$ cat src/rtl/core/smb1v_pkg.sv
// types, command codes and check functions for the smb1 request header validator
`default_nettype none

package smb1v_pkg;

	// protocol constants
	localparam logic [31:0] SIG_WORD      = 32'h424D_53FF;
	localparam int unsigned FLAG_RESP_BIT = 7;
	localparam int unsigned FLAG2_UNI_BIT = 15;
	localparam logic [16:0] BASE_LEN      = 17'd35;

	// smb1 command numbers
	localparam logic [7:0] CMD_CREATE_DIR   = 8'h00;
	localparam logic [7:0] CMD_DELETE_DIR   = 8'h01;
	localparam logic [7:0] CMD_CLOSE        = 8'h04;
	localparam logic [7:0] CMD_FLUSH        = 8'h05;
	localparam logic [7:0] CMD_DELETE       = 8'h06;
	localparam logic [7:0] CMD_RENAME       = 8'h07;
	localparam logic [7:0] CMD_QUERY_INFO   = 8'h08;
	localparam logic [7:0] CMD_SETATTR      = 8'h09;
	localparam logic [7:0] CMD_WRITE        = 8'h0B;
	localparam logic [7:0] CMD_CHECK_DIR    = 8'h10;
	localparam logic [7:0] CMD_PROCESS_EXIT = 8'h11;
	localparam logic [7:0] CMD_LOCKING_ANDX = 8'h24;
	localparam logic [7:0] CMD_TRANS        = 8'h25;
	localparam logic [7:0] CMD_ECHO         = 8'h2B;
	localparam logic [7:0] CMD_OPEN_ANDX    = 8'h2D;
	localparam logic [7:0] CMD_READ_ANDX    = 8'h2E;
	localparam logic [7:0] CMD_WRITE_ANDX   = 8'h2F;
	localparam logic [7:0] CMD_TRANS2       = 8'h32;
	localparam logic [7:0] CMD_FIND_CLOSE2  = 8'h34;
	localparam logic [7:0] CMD_TREE_DISC    = 8'h71;
	localparam logic [7:0] CMD_NEGOTIATE    = 8'h72;
	localparam logic [7:0] CMD_SESS_SETUP   = 8'h73;
	localparam logic [7:0] CMD_LOGOFF_ANDX  = 8'h74;
	localparam logic [7:0] CMD_TREE_CONN    = 8'h75;
	localparam logic [7:0] CMD_NT_CREATE    = 8'hA2;
	localparam logic [7:0] CMD_NT_CANCEL    = 8'hA4;
	localparam logic [7:0] CMD_NT_RENAME    = 8'hA5;

	// result codes
	typedef enum logic [2:0] {
		VERDICT_ACCEPT   = 3'd0,
		VERDICT_BAD_SIG  = 3'd1,
		VERDICT_RESPONSE = 3'd2,
		VERDICT_UNSUP    = 3'd3,
		VERDICT_WC       = 3'd4,
		VERDICT_BEYOND   = 3'd5,
		VERDICT_LEN      = 3'd6
	} verdict_t;

	// outcome of the word count lookup
	typedef enum logic [1:0] {
		WC_OK    = 2'd0,
		WC_BAD   = 2'd1,
		WC_UNSUP = 2'd2
	} wc_status_t;

	// one request beat
	typedef struct packed {
		logic [31:0] signature_word;
		logic [7:0]  command_code;
		logic [7:0]  header_flags;
		logic [15:0] header_flags2;
		logic [7:0]  word_count;
		logic [15:0] byte_count;
		logic [23:0] frame_length;
		logic [15:0] data_offset;
		logic [15:0] data_count_low;
		logic [15:0] data_length_high;
	} req_t;

	// one result beat
	typedef struct packed {
		verdict_t    verdict;
		logic [16:0] expected_length;
	} res_t;

	// word count rule per command
	function automatic wc_status_t wc_check(input logic [7:0] cmd, input logic [7:0] wc);
		wc_status_t st;
		st = WC_UNSUP;
		case (cmd)
			CMD_CREATE_DIR, CMD_DELETE_DIR, CMD_QUERY_INFO, CMD_TREE_DISC,
			CMD_NEGOTIATE, CMD_NT_CANCEL, CMD_CHECK_DIR, CMD_PROCESS_EXIT: begin
				st = (wc == 8'd0) ? WC_OK : WC_BAD;
			end
			CMD_FLUSH, CMD_DELETE, CMD_RENAME, CMD_ECHO, CMD_FIND_CLOSE2: begin
				st = (wc == 8'd1) ? WC_OK : WC_BAD;
			end
			CMD_LOGOFF_ANDX: begin
				st = (wc == 8'd2) ? WC_OK : WC_BAD;
			end
			CMD_CLOSE: begin
				st = (wc == 8'd3) ? WC_OK : WC_BAD;
			end
			CMD_TREE_CONN, CMD_NT_RENAME: begin
				st = (wc == 8'd4) ? WC_OK : WC_BAD;
			end
			CMD_WRITE: begin
				st = (wc == 8'd5) ? WC_OK : WC_BAD;
			end
			CMD_SETATTR, CMD_LOCKING_ANDX: begin
				st = (wc == 8'd8) ? WC_OK : WC_BAD;
			end
			CMD_TRANS: begin
				st = (wc >= 8'd14) ? WC_OK : WC_BAD;
			end
			CMD_SESS_SETUP: begin
				st = (wc == 8'd12) ? WC_OK : WC_BAD;
			end
			CMD_OPEN_ANDX, CMD_TRANS2: begin
				st = (wc == 8'd15) ? WC_OK : WC_BAD;
			end
			CMD_NT_CREATE: begin
				st = (wc == 8'd24) ? WC_OK : WC_BAD;
			end
			CMD_READ_ANDX: begin
				st = (wc == 8'd10 || wc == 8'd12) ? WC_OK : WC_BAD;
			end
			CMD_WRITE_ANDX: begin
				st = (wc == 8'd12 || wc == 8'd14) ? WC_OK : WC_BAD;
			end
			default: begin
				st = WC_UNSUP;
			end
		endcase
		return st;
	endfunction

	// byte count rule per command (required zero or a minimum)
	function automatic logic bc_check(input logic [7:0] cmd, input logic [15:0] bc,
			input logic uni);
		logic ok;
		ok = 1'b1;
		case (cmd)
			CMD_CLOSE, CMD_FLUSH, CMD_READ_ANDX, CMD_TREE_DISC,
			CMD_LOGOFF_ANDX, CMD_NT_CANCEL, CMD_PROCESS_EXIT, CMD_FIND_CLOSE2: begin
				ok = (bc == 16'd0);
			end
			CMD_WRITE_ANDX: begin
				ok = (bc >= 16'd1);
			end
			CMD_CREATE_DIR, CMD_DELETE_DIR, CMD_DELETE, CMD_RENAME,
			CMD_QUERY_INFO, CMD_SETATTR, CMD_OPEN_ANDX, CMD_NEGOTIATE,
			CMD_CHECK_DIR: begin
				ok = (bc >= 16'd2);
			end
			CMD_TREE_CONN, CMD_WRITE: begin
				ok = (bc >= 16'd3);
			end
			CMD_NT_RENAME: begin
				ok = (bc >= 16'd4);
			end
			CMD_NT_CREATE: begin
				ok = uni ? (bc >= 16'd3) : (bc >= 16'd2);
			end
			default: begin
				ok = 1'b1;
			end
		endcase
		return ok;
	endfunction

endpackage

`default_nettype wire

$ cat src/rtl/core/smb1v_if.sv
// valid/ready channel interfaces for request and result beats
`default_nettype none

interface smb1v_req_if;
	logic                valid;
	logic                ready;
	smb1v_pkg::req_t     data;

	modport source (output valid, output data, input ready);
	modport sink (input valid, input data, output ready);
endinterface

interface smb1v_res_if;
	logic                valid;
	logic                ready;
	smb1v_pkg::res_t     data;

	modport source (output valid, output data, input ready);
	modport sink (input valid, input data, output ready);
endinterface

`default_nettype wire

$ cat src/rtl/core/smb1_request_header_validator.sv
// smb1 request header validator top level
`default_nettype none

// Checks one extracted SMB1 request header per beat and returns one result
// beat: a verdict and the computed length 35 + 2*word_count + byte_count.
// Checks run in priority order: signature, response flag, supported command,
// word count, data area end within the frame, frame length match (a failed
// byte count minimum counts as a mismatch; WRITE_ANDX mismatches pass).
// A beat is registered at the input, checked in one pass of logic and
// registered again at the output, where it is offered as the result beat; a
// new request can be taken every cycle while the result side takes its beats.
// When the result side stalls, ready drops in the same cycle if both registers
// hold a beat, while an empty input register still takes one more beat first.
module smb1_request_header_validator (
	input  wire logic             clk,
	input  wire logic             arst_n,
	smb1v_req_if.sink             req,
	smb1v_res_if.source           res
);

	logic                  valid_s1;
	smb1v_pkg::req_t       data_s1;
	logic                  valid_s2;
	smb1v_pkg::res_t       data_s2;
	logic                  adv_s2;
	logic                  adv_s1;

	logic [16:0]           exp_len;
	logic [31:0]           data_end;
	smb1v_pkg::wc_status_t wc_st;
	logic                  bc_ok;
	logic                  len_bad;
	smb1v_pkg::verdict_t   verdict;

	// stage enables
	assign adv_s2    = !valid_s2 || res.ready;
	assign adv_s1    = !valid_s1 || adv_s2;
	assign req.ready = adv_s1;

	// input register
	always_ff @(posedge clk or negedge arst_n) begin
		if (!arst_n) begin
			valid_s1 <= 1'b0;
		end else if (adv_s1) begin
			valid_s1 <= req.valid;
		end
	end

	always_ff @(posedge clk) begin
		if (adv_s1 && req.valid) begin
			data_s1 <= req.data;
		end
	end

	// expected length
	assign exp_len = smb1v_pkg::BASE_LEN + {8'd0, data_s1.word_count, 1'b0}
		+ {1'b0, data_s1.byte_count};

	// data area end, 32-bit wrapping
	always_comb begin
		data_end = 32'd0;
		if (data_s1.command_code == smb1v_pkg::CMD_WRITE_ANDX) begin
			data_end = {data_s1.data_length_high, data_s1.data_count_low}
				+ {16'd0, data_s1.data_offset};
		end else if (data_s1.command_code == smb1v_pkg::CMD_TRANS
				|| data_s1.command_code == smb1v_pkg::CMD_TRANS2) begin
			data_end = {16'd0, data_s1.data_offset} + {16'd0, data_s1.data_count_low};
		end
	end

	// per-command table lookups
	assign wc_st   = smb1v_pkg::wc_check(data_s1.command_code, data_s1.word_count);
	assign bc_ok   = smb1v_pkg::bc_check(data_s1.command_code, data_s1.byte_count,
		data_s1.header_flags2[smb1v_pkg::FLAG2_UNI_BIT]);
	assign len_bad = !bc_ok || (data_s1.frame_length != {7'd0, exp_len});

	// verdict priority chain
	always_comb begin
		if (data_s1.signature_word != smb1v_pkg::SIG_WORD) begin
			verdict = smb1v_pkg::VERDICT_BAD_SIG;
		end else if (data_s1.header_flags[smb1v_pkg::FLAG_RESP_BIT]) begin
			verdict = smb1v_pkg::VERDICT_RESPONSE;
		end else if (wc_st == smb1v_pkg::WC_UNSUP) begin
			verdict = smb1v_pkg::VERDICT_UNSUP;
		end else if (wc_st == smb1v_pkg::WC_BAD) begin
			verdict = smb1v_pkg::VERDICT_WC;
		end else if ({8'd0, data_s1.frame_length} < data_end) begin
			verdict = smb1v_pkg::VERDICT_BEYOND;
		end else if (len_bad && data_s1.command_code != smb1v_pkg::CMD_WRITE_ANDX) begin
			verdict = smb1v_pkg::VERDICT_LEN;
		end else begin
			verdict = smb1v_pkg::VERDICT_ACCEPT;
		end
	end

	// result register
	always_ff @(posedge clk or negedge arst_n) begin
		if (!arst_n) begin
			valid_s2 <= 1'b0;
		end else if (adv_s2) begin
			valid_s2 <= valid_s1;
		end
	end

	always_ff @(posedge clk) begin
		if (adv_s2 && valid_s1) begin
			data_s2.verdict         <= verdict;
			data_s2.expected_length <= exp_len;
		end
	end

	assign res.valid = valid_s2;
	assign res.data  = data_s2;

`ifndef SYNTH
	// a checked beat moves into the result register
	a_s1_to_s2: assert property (@(posedge clk) disable iff (!arst_n)
		valid_s1 && adv_s2 |=> valid_s2)
		else $error("checked beat lost between stages");

	// both stages full and stalled means no new beat is taken
	a_full_stall: assert property (@(posedge clk) disable iff (!arst_n)
		valid_s1 && valid_s2 && !res.ready |-> !req.ready)
		else $error("request taken while pipeline full");

	// result register only refills from a valid check stage
	a_no_phantom: assert property (@(posedge clk) disable iff (!arst_n)
		!valid_s1 && adv_s2 |=> !valid_s2)
		else $error("result beat without a request");

	// expected length never below the fixed header size
	a_len_floor: assert property (@(posedge clk) disable iff (!arst_n)
		valid_s2 |-> data_s2.expected_length >= smb1v_pkg::BASE_LEN)
		else $error("expected length below header size");
`endif

endmodule

`default_nettype wire
$ cat src/flat_wrapper.sv
// flat-port wrapper written by rule: the top's interface ports become plain ports
module smb1_request_header_validator_flat 
  (clk, arst_n, req_valid, req_data, req_ready, res_valid, res_data, res_ready);
  smb1v_req_if req_i ();
  smb1v_res_if res_i ();
  input  wire logic clk;
  input  wire logic arst_n;
  input wire logic [$bits(req_i.valid)-1:0] req_valid;
  input wire logic [$bits(req_i.data)-1:0] req_data;
  output wire logic [$bits(req_i.ready)-1:0] req_ready;
  output wire logic [$bits(res_i.valid)-1:0] res_valid;
  output wire logic [$bits(res_i.data)-1:0] res_data;
  input wire logic [$bits(res_i.ready)-1:0] res_ready;
  assign req_i.valid = req_valid;
  assign req_i.data = req_data;
  assign req_ready = req_i.ready;
  assign res_valid = res_i.valid;
  assign res_data = res_i.data;
  assign res_i.ready = res_ready;
  smb1_request_header_validator u_core (.clk(clk), .arst_n(arst_n), .req(req_i), .res(res_i));
endmodule
$ cat config.mk
export PLATFORM = sky130hd
export DESIGN_NAME = smb1_request_header_validator_flat
export DESIGN_NICKNAME = d
export VERILOG_FILES = /design/src/rtl/core/smb1v_pkg.sv /design/src/rtl/core/smb1v_if.sv /design/src/rtl/core/smb1_request_header_validator.sv /design/src/flat_wrapper.sv
export SDC_FILE = /design/constraint.sdc
export NUM_CORES = 1
export LEC_CHECK = 0
export ABC_CLOCK_PERIOD_IN_PS = 4100
export BUFFER_PORTS_ARGS = -buffer_cell sky130_fd_sc_hd__buf_2
export CORE_MARGIN = 1
export CORE_UTILIZATION = 40
export CTS_CLUSTER_DIAMETER = 100
export DETAILED_ROUTE_END_ITERATION = 16
export PLACE_DENSITY = 0.65
export SLEW_MARGIN = 20
export SYNTH_ARGS = -nofsm -noshare
export SYNTH_HDL_FRONTEND = slang
export SYNTH_SLANG_ARGS = --single-unit
$ cat constraint.sdc
create_clock -name clk -period 4.1 [get_ports clk]
set_input_delay 0.205 -clock clk [delete_from_list [all_inputs] [get_ports clk]]
set_output_delay 0.205 -clock clk [all_outputs]
set_load 0.02 [all_outputs]
==> metrics.csv <==
stage,metric,value,unit
cts,number_of_buffers_on_the_longest_clock_path,2,
global_route,antenna_found_initial,0,
drt,drt-vias-per-instance,5.45,
die,fp.dieH,157,um
sta,setup_ws,0.0243,ns
sta,hold_ws,0.0386,ns
synthesis,synthesis.instances,841,
drt,drt.antenna.violating_nets,0,
sta,slew_violations,0,
setup_path,required,4.29,ns
synthesis,post_synth.cell_area_avg,11.4,um^2
synthesis,synth.ff_latch_count,160,
synthesis,mappedNetlistNets,1059,
cts,clk_root_buffer_cell,sky130_fd_sc_hd__clkbuf_16,
sta,final_cycle_utilization_of_the_critical_path,0.994,
drt,vias,8338,
place,dp_hpwl,18.3,mm
sta,worst_slew_margin_rel,0.310,
global_route,grt_pass1_vias,8127,
final_layout,final-instance-count-excl-fill,1531,
setup_path,cp_launch_type,flip-flop,
place,dp.cells,1354,
setup_path,path_class,reg2reg,
run_status,run_status,completed,
synthesis,synth.largest_area_cell,sky130_fd_sc_hd__edfxtp_1,
synthesis,yosys_most_used_dff,sky130_fd_sc_hd__edfxtp_1,
synthesis,ffs_w_async_s_r_synth,0.0125,
cts,clk_transition_reported_paths,0.08,ns
final_layout,nNetsFinal,1417,
final_layout,share_of_post_route_cells_with_drive_strength_above_1,0.271,
final_layout,stdcell_area,13400,um^2
sta,fin_setup_tns,0,ns
drt,detail_routed_net_length_per_standard_cell,17.9,um
cts,cts-buffers-inserted,17,
power,pwr_density_cell,361,nW/um^2
setup_path,worst_ep_arrival_time,4.27,ns
run,maxCapViolations,0,
die,std_cell_rows,56,
place,worst_slack_placed,-0.154,ns
sta,worst_slew_pin_tran,1.04,ns
cts,htree_levels,4,
sta,final_hold_viol_count,0,
drt,first_iter_violations,651,
hold_path,min_path_type,in2reg,
die,die-area,24500,um^2
final_layout,final_cell_mix,"sky130_fd_sc_hd__buf_2, sky130_fd_sc_hd__edfxtp_1, sky130_fd_sc_hd__dlygate4sd3_1",
drt,routed_wl,27.3,mm
synthesis,synth_cell_type_count,101,
cts,clk-insertion-delay-late,0.45,ns
place,gp_congestion,0.918,
drt,dr.pass1.iters,5,
synthesis,synth-seq-area-share,0.501,
sta,finalClockSkew,0.0107,ns
sta,total_setup_violations_reported_at_the_end_of_the_flow,0,
global_route,global_route.overflow_total,0,
power,p_total,4.83,mW
sta,unrepaired_setup_endpoints_after_global_routing,true,
final_layout,diodes_inserted,0,
die,fp.coreArea,23500,um^2
cts,tritoncts,done,
sta,fmax,245,MHz
synthesis,yosys_warnings,0,
synthesis,count_of_flip_flops_with_a_built_in_enable_after_synthesis,158,
die,fp.dieW,157,um
place,placedInstanceArea,11100,um^2
global_route,grt_max_degree,96,
global_route,grt_first_pass_wirelength,42.2,mm
die,ports,186,
synthesis,synth_top_cells_by_area,"sky130_fd_sc_hd__edfxtp_1, sky130_fd_sc_hd__ha_1, sky130_fd_sc_hd__nand2_1",
final_layout,mostFrequentLayoutCell,sky130_fd_sc_hd__buf_2,
setup_path,critPathMaxFanout,3,
power,leakagePower,5.16,nW
die,starting_density_of_the_core,0.408,
place,number_of_buffers_added_on_ports,163,
cts,clock_sinks,160,
drt,remaining_drc_errors,0,
synthesis,netlist_area,9570,um^2
global_route,grt.total_usage,0.227,
synthesis,yosys.area.top_type_share,0.496,
power,vdd_drop_max,0.277,mV
final_layout,area_delta_synth_final,39.9,%
sta,period_minus_slack,4.08,ns
final_layout,fillers,1940,
setup_path,critical_path.endpoint_type,flip-flop,
final_layout,post-route-util,0.570,
==> state kept, by name (all words and copies together) (netlist names) <==
signal / cells
u_core.res.valid: 1
u_core.res.data: 20
u_core.data_s1: 138
u_core.valid_s1: 1
==> layout make-up <==
cell class / count / area (um^2) / area share
well taps: 319 / 399 / 0.0298
multi-input cells: 625 / 4690 / 0.351
flip-flops and latches: 160 / 4790 / 0.358
clock inverters: 15 / 224 / 0.0167
clock buffers: 17 / 425 / 0.0318
inverters: 22 / 82.6 / 0.00617
repair buffers: 373 / 2760 / 0.206
==> cells by family (layout without fill, tap and decap cells) <==
kind of cell	after synthesis	count (layout)	share of synthesized area
muxes	4	4	0.00445
and+or+nand+nor	312	312	0.186
AOI/OAI and AO/OA	207	207	0.160
buffers and inverters	56	427	0.0289
adders and majority gates	55	55	0.0733
DFF	160	160	0.501
xor gates and xnor gates	47	47	0.0460
==> cells in the mapped netlist (all sizes together), types with 6 or more instances <==
cell type,number
edfxtp,158
nand2,57
ha,52
nor2,48
o21ai,41
a21oi,38
nand3,28
nor3,28
xnor2,24
nand4,23
inv,22
xor2,21
buf,20
nand2b,20
nor4,17
and3,15
clkbuf,14
a211oi,13
or3,11
a21o,9
and2,9
o21a,9
o211ai,8
o21bai,8
nor4b,7
o22ai,7
a31oi,6
o2111ai,6
o31ai,6
or2,6
==> worst max-delay path: stages, from the launching register on <==
cell and delay [ns]:
sky130_fd_sc_hd__edfxtp_1 0.40, sky130_fd_sc_hd__ha_4 0.16, sky130_fd_sc_hd__inv_1 0.05, sky130_fd_sc_hd__fa_2 0.34, sky130_fd_sc_hd__nand2b_4 0.17, sky130_fd_sc_hd__a21oi_4 0.18, sky130_fd_sc_hd__o31a_1 0.20, sky130_fd_sc_hd__nand2b_4 0.15
sky130_fd_sc_hd__a21o_1 0.16, sky130_fd_sc_hd__nand3_1 0.10, sky130_fd_sc_hd__xor2_1 0.15, sky130_fd_sc_hd__nand2b_1 0.14, sky130_fd_sc_hd__ha_2 0.19, sky130_fd_sc_hd__a2111oi_4 0.27, sky130_fd_sc_hd__o21ai_1 0.11, sky130_fd_sc_hd__a221o_1 0.34
sky130_fd_sc_hd__or3_1 0.31, sky130_fd_sc_hd__o21bai_1 0.18, sky130_fd_sc_hd__or3_1 0.15, sky130_fd_sc_hd__o31ai_1 0.07
==> layer usage <==
| layer | global-route usage | vias up | share of wire |
|---|---|---|---|
| met5 | 0 | - | 0 |
| li1 | - | 4029 | - |
| met3 | 0.0390 | 50 | 0.052 |
| met1 | 0.289 | 3944 | 0.43 |
| met4 | 0.0761 | 0 | 0.024 |
| met2 | 0.389 | 315 | 0.49 |
==> final timing paths <==
kind	from	endpoint	slack [ns]	cells past startpoint
min reg2reg	u_core.valid_s1	u_core.res.valid	0.48	1
max reg2reg	u_core.data_s1[32]	u_core.res.data[18]	0.02	19
min	res_ready	u_core.res.valid	0.04	3
max in group asynchronous	arst_n	u_core.res.valid	3.91	2
max	u_core.data_s1[32]	u_core.res.data[18]	0.02	19
min in group asynchronous	arst_n	u_core.valid_s1	0.09	2
==> power breakdown <==
part           switching [mW]  total (mW)  internal (mW)  leakage, nW
Clock                   0.769        1.76          0.995        0.318
Sequential             0.0907        2.04           1.95         1.54
Combinational           0.534        1.03          0.499         3.31
==> what timing repair did <==
item | 4_1_cts | 5_1_grt
setup buffers | 0 | 5
gates resized for setup | 8 | 37
setup endpoints to repair | 3 | 3
pin swaps | 1 | 18
hold endpoints to repair | 141 | 0
hold buffers | 140 | 0
Power figures use the tool's default switching activity.
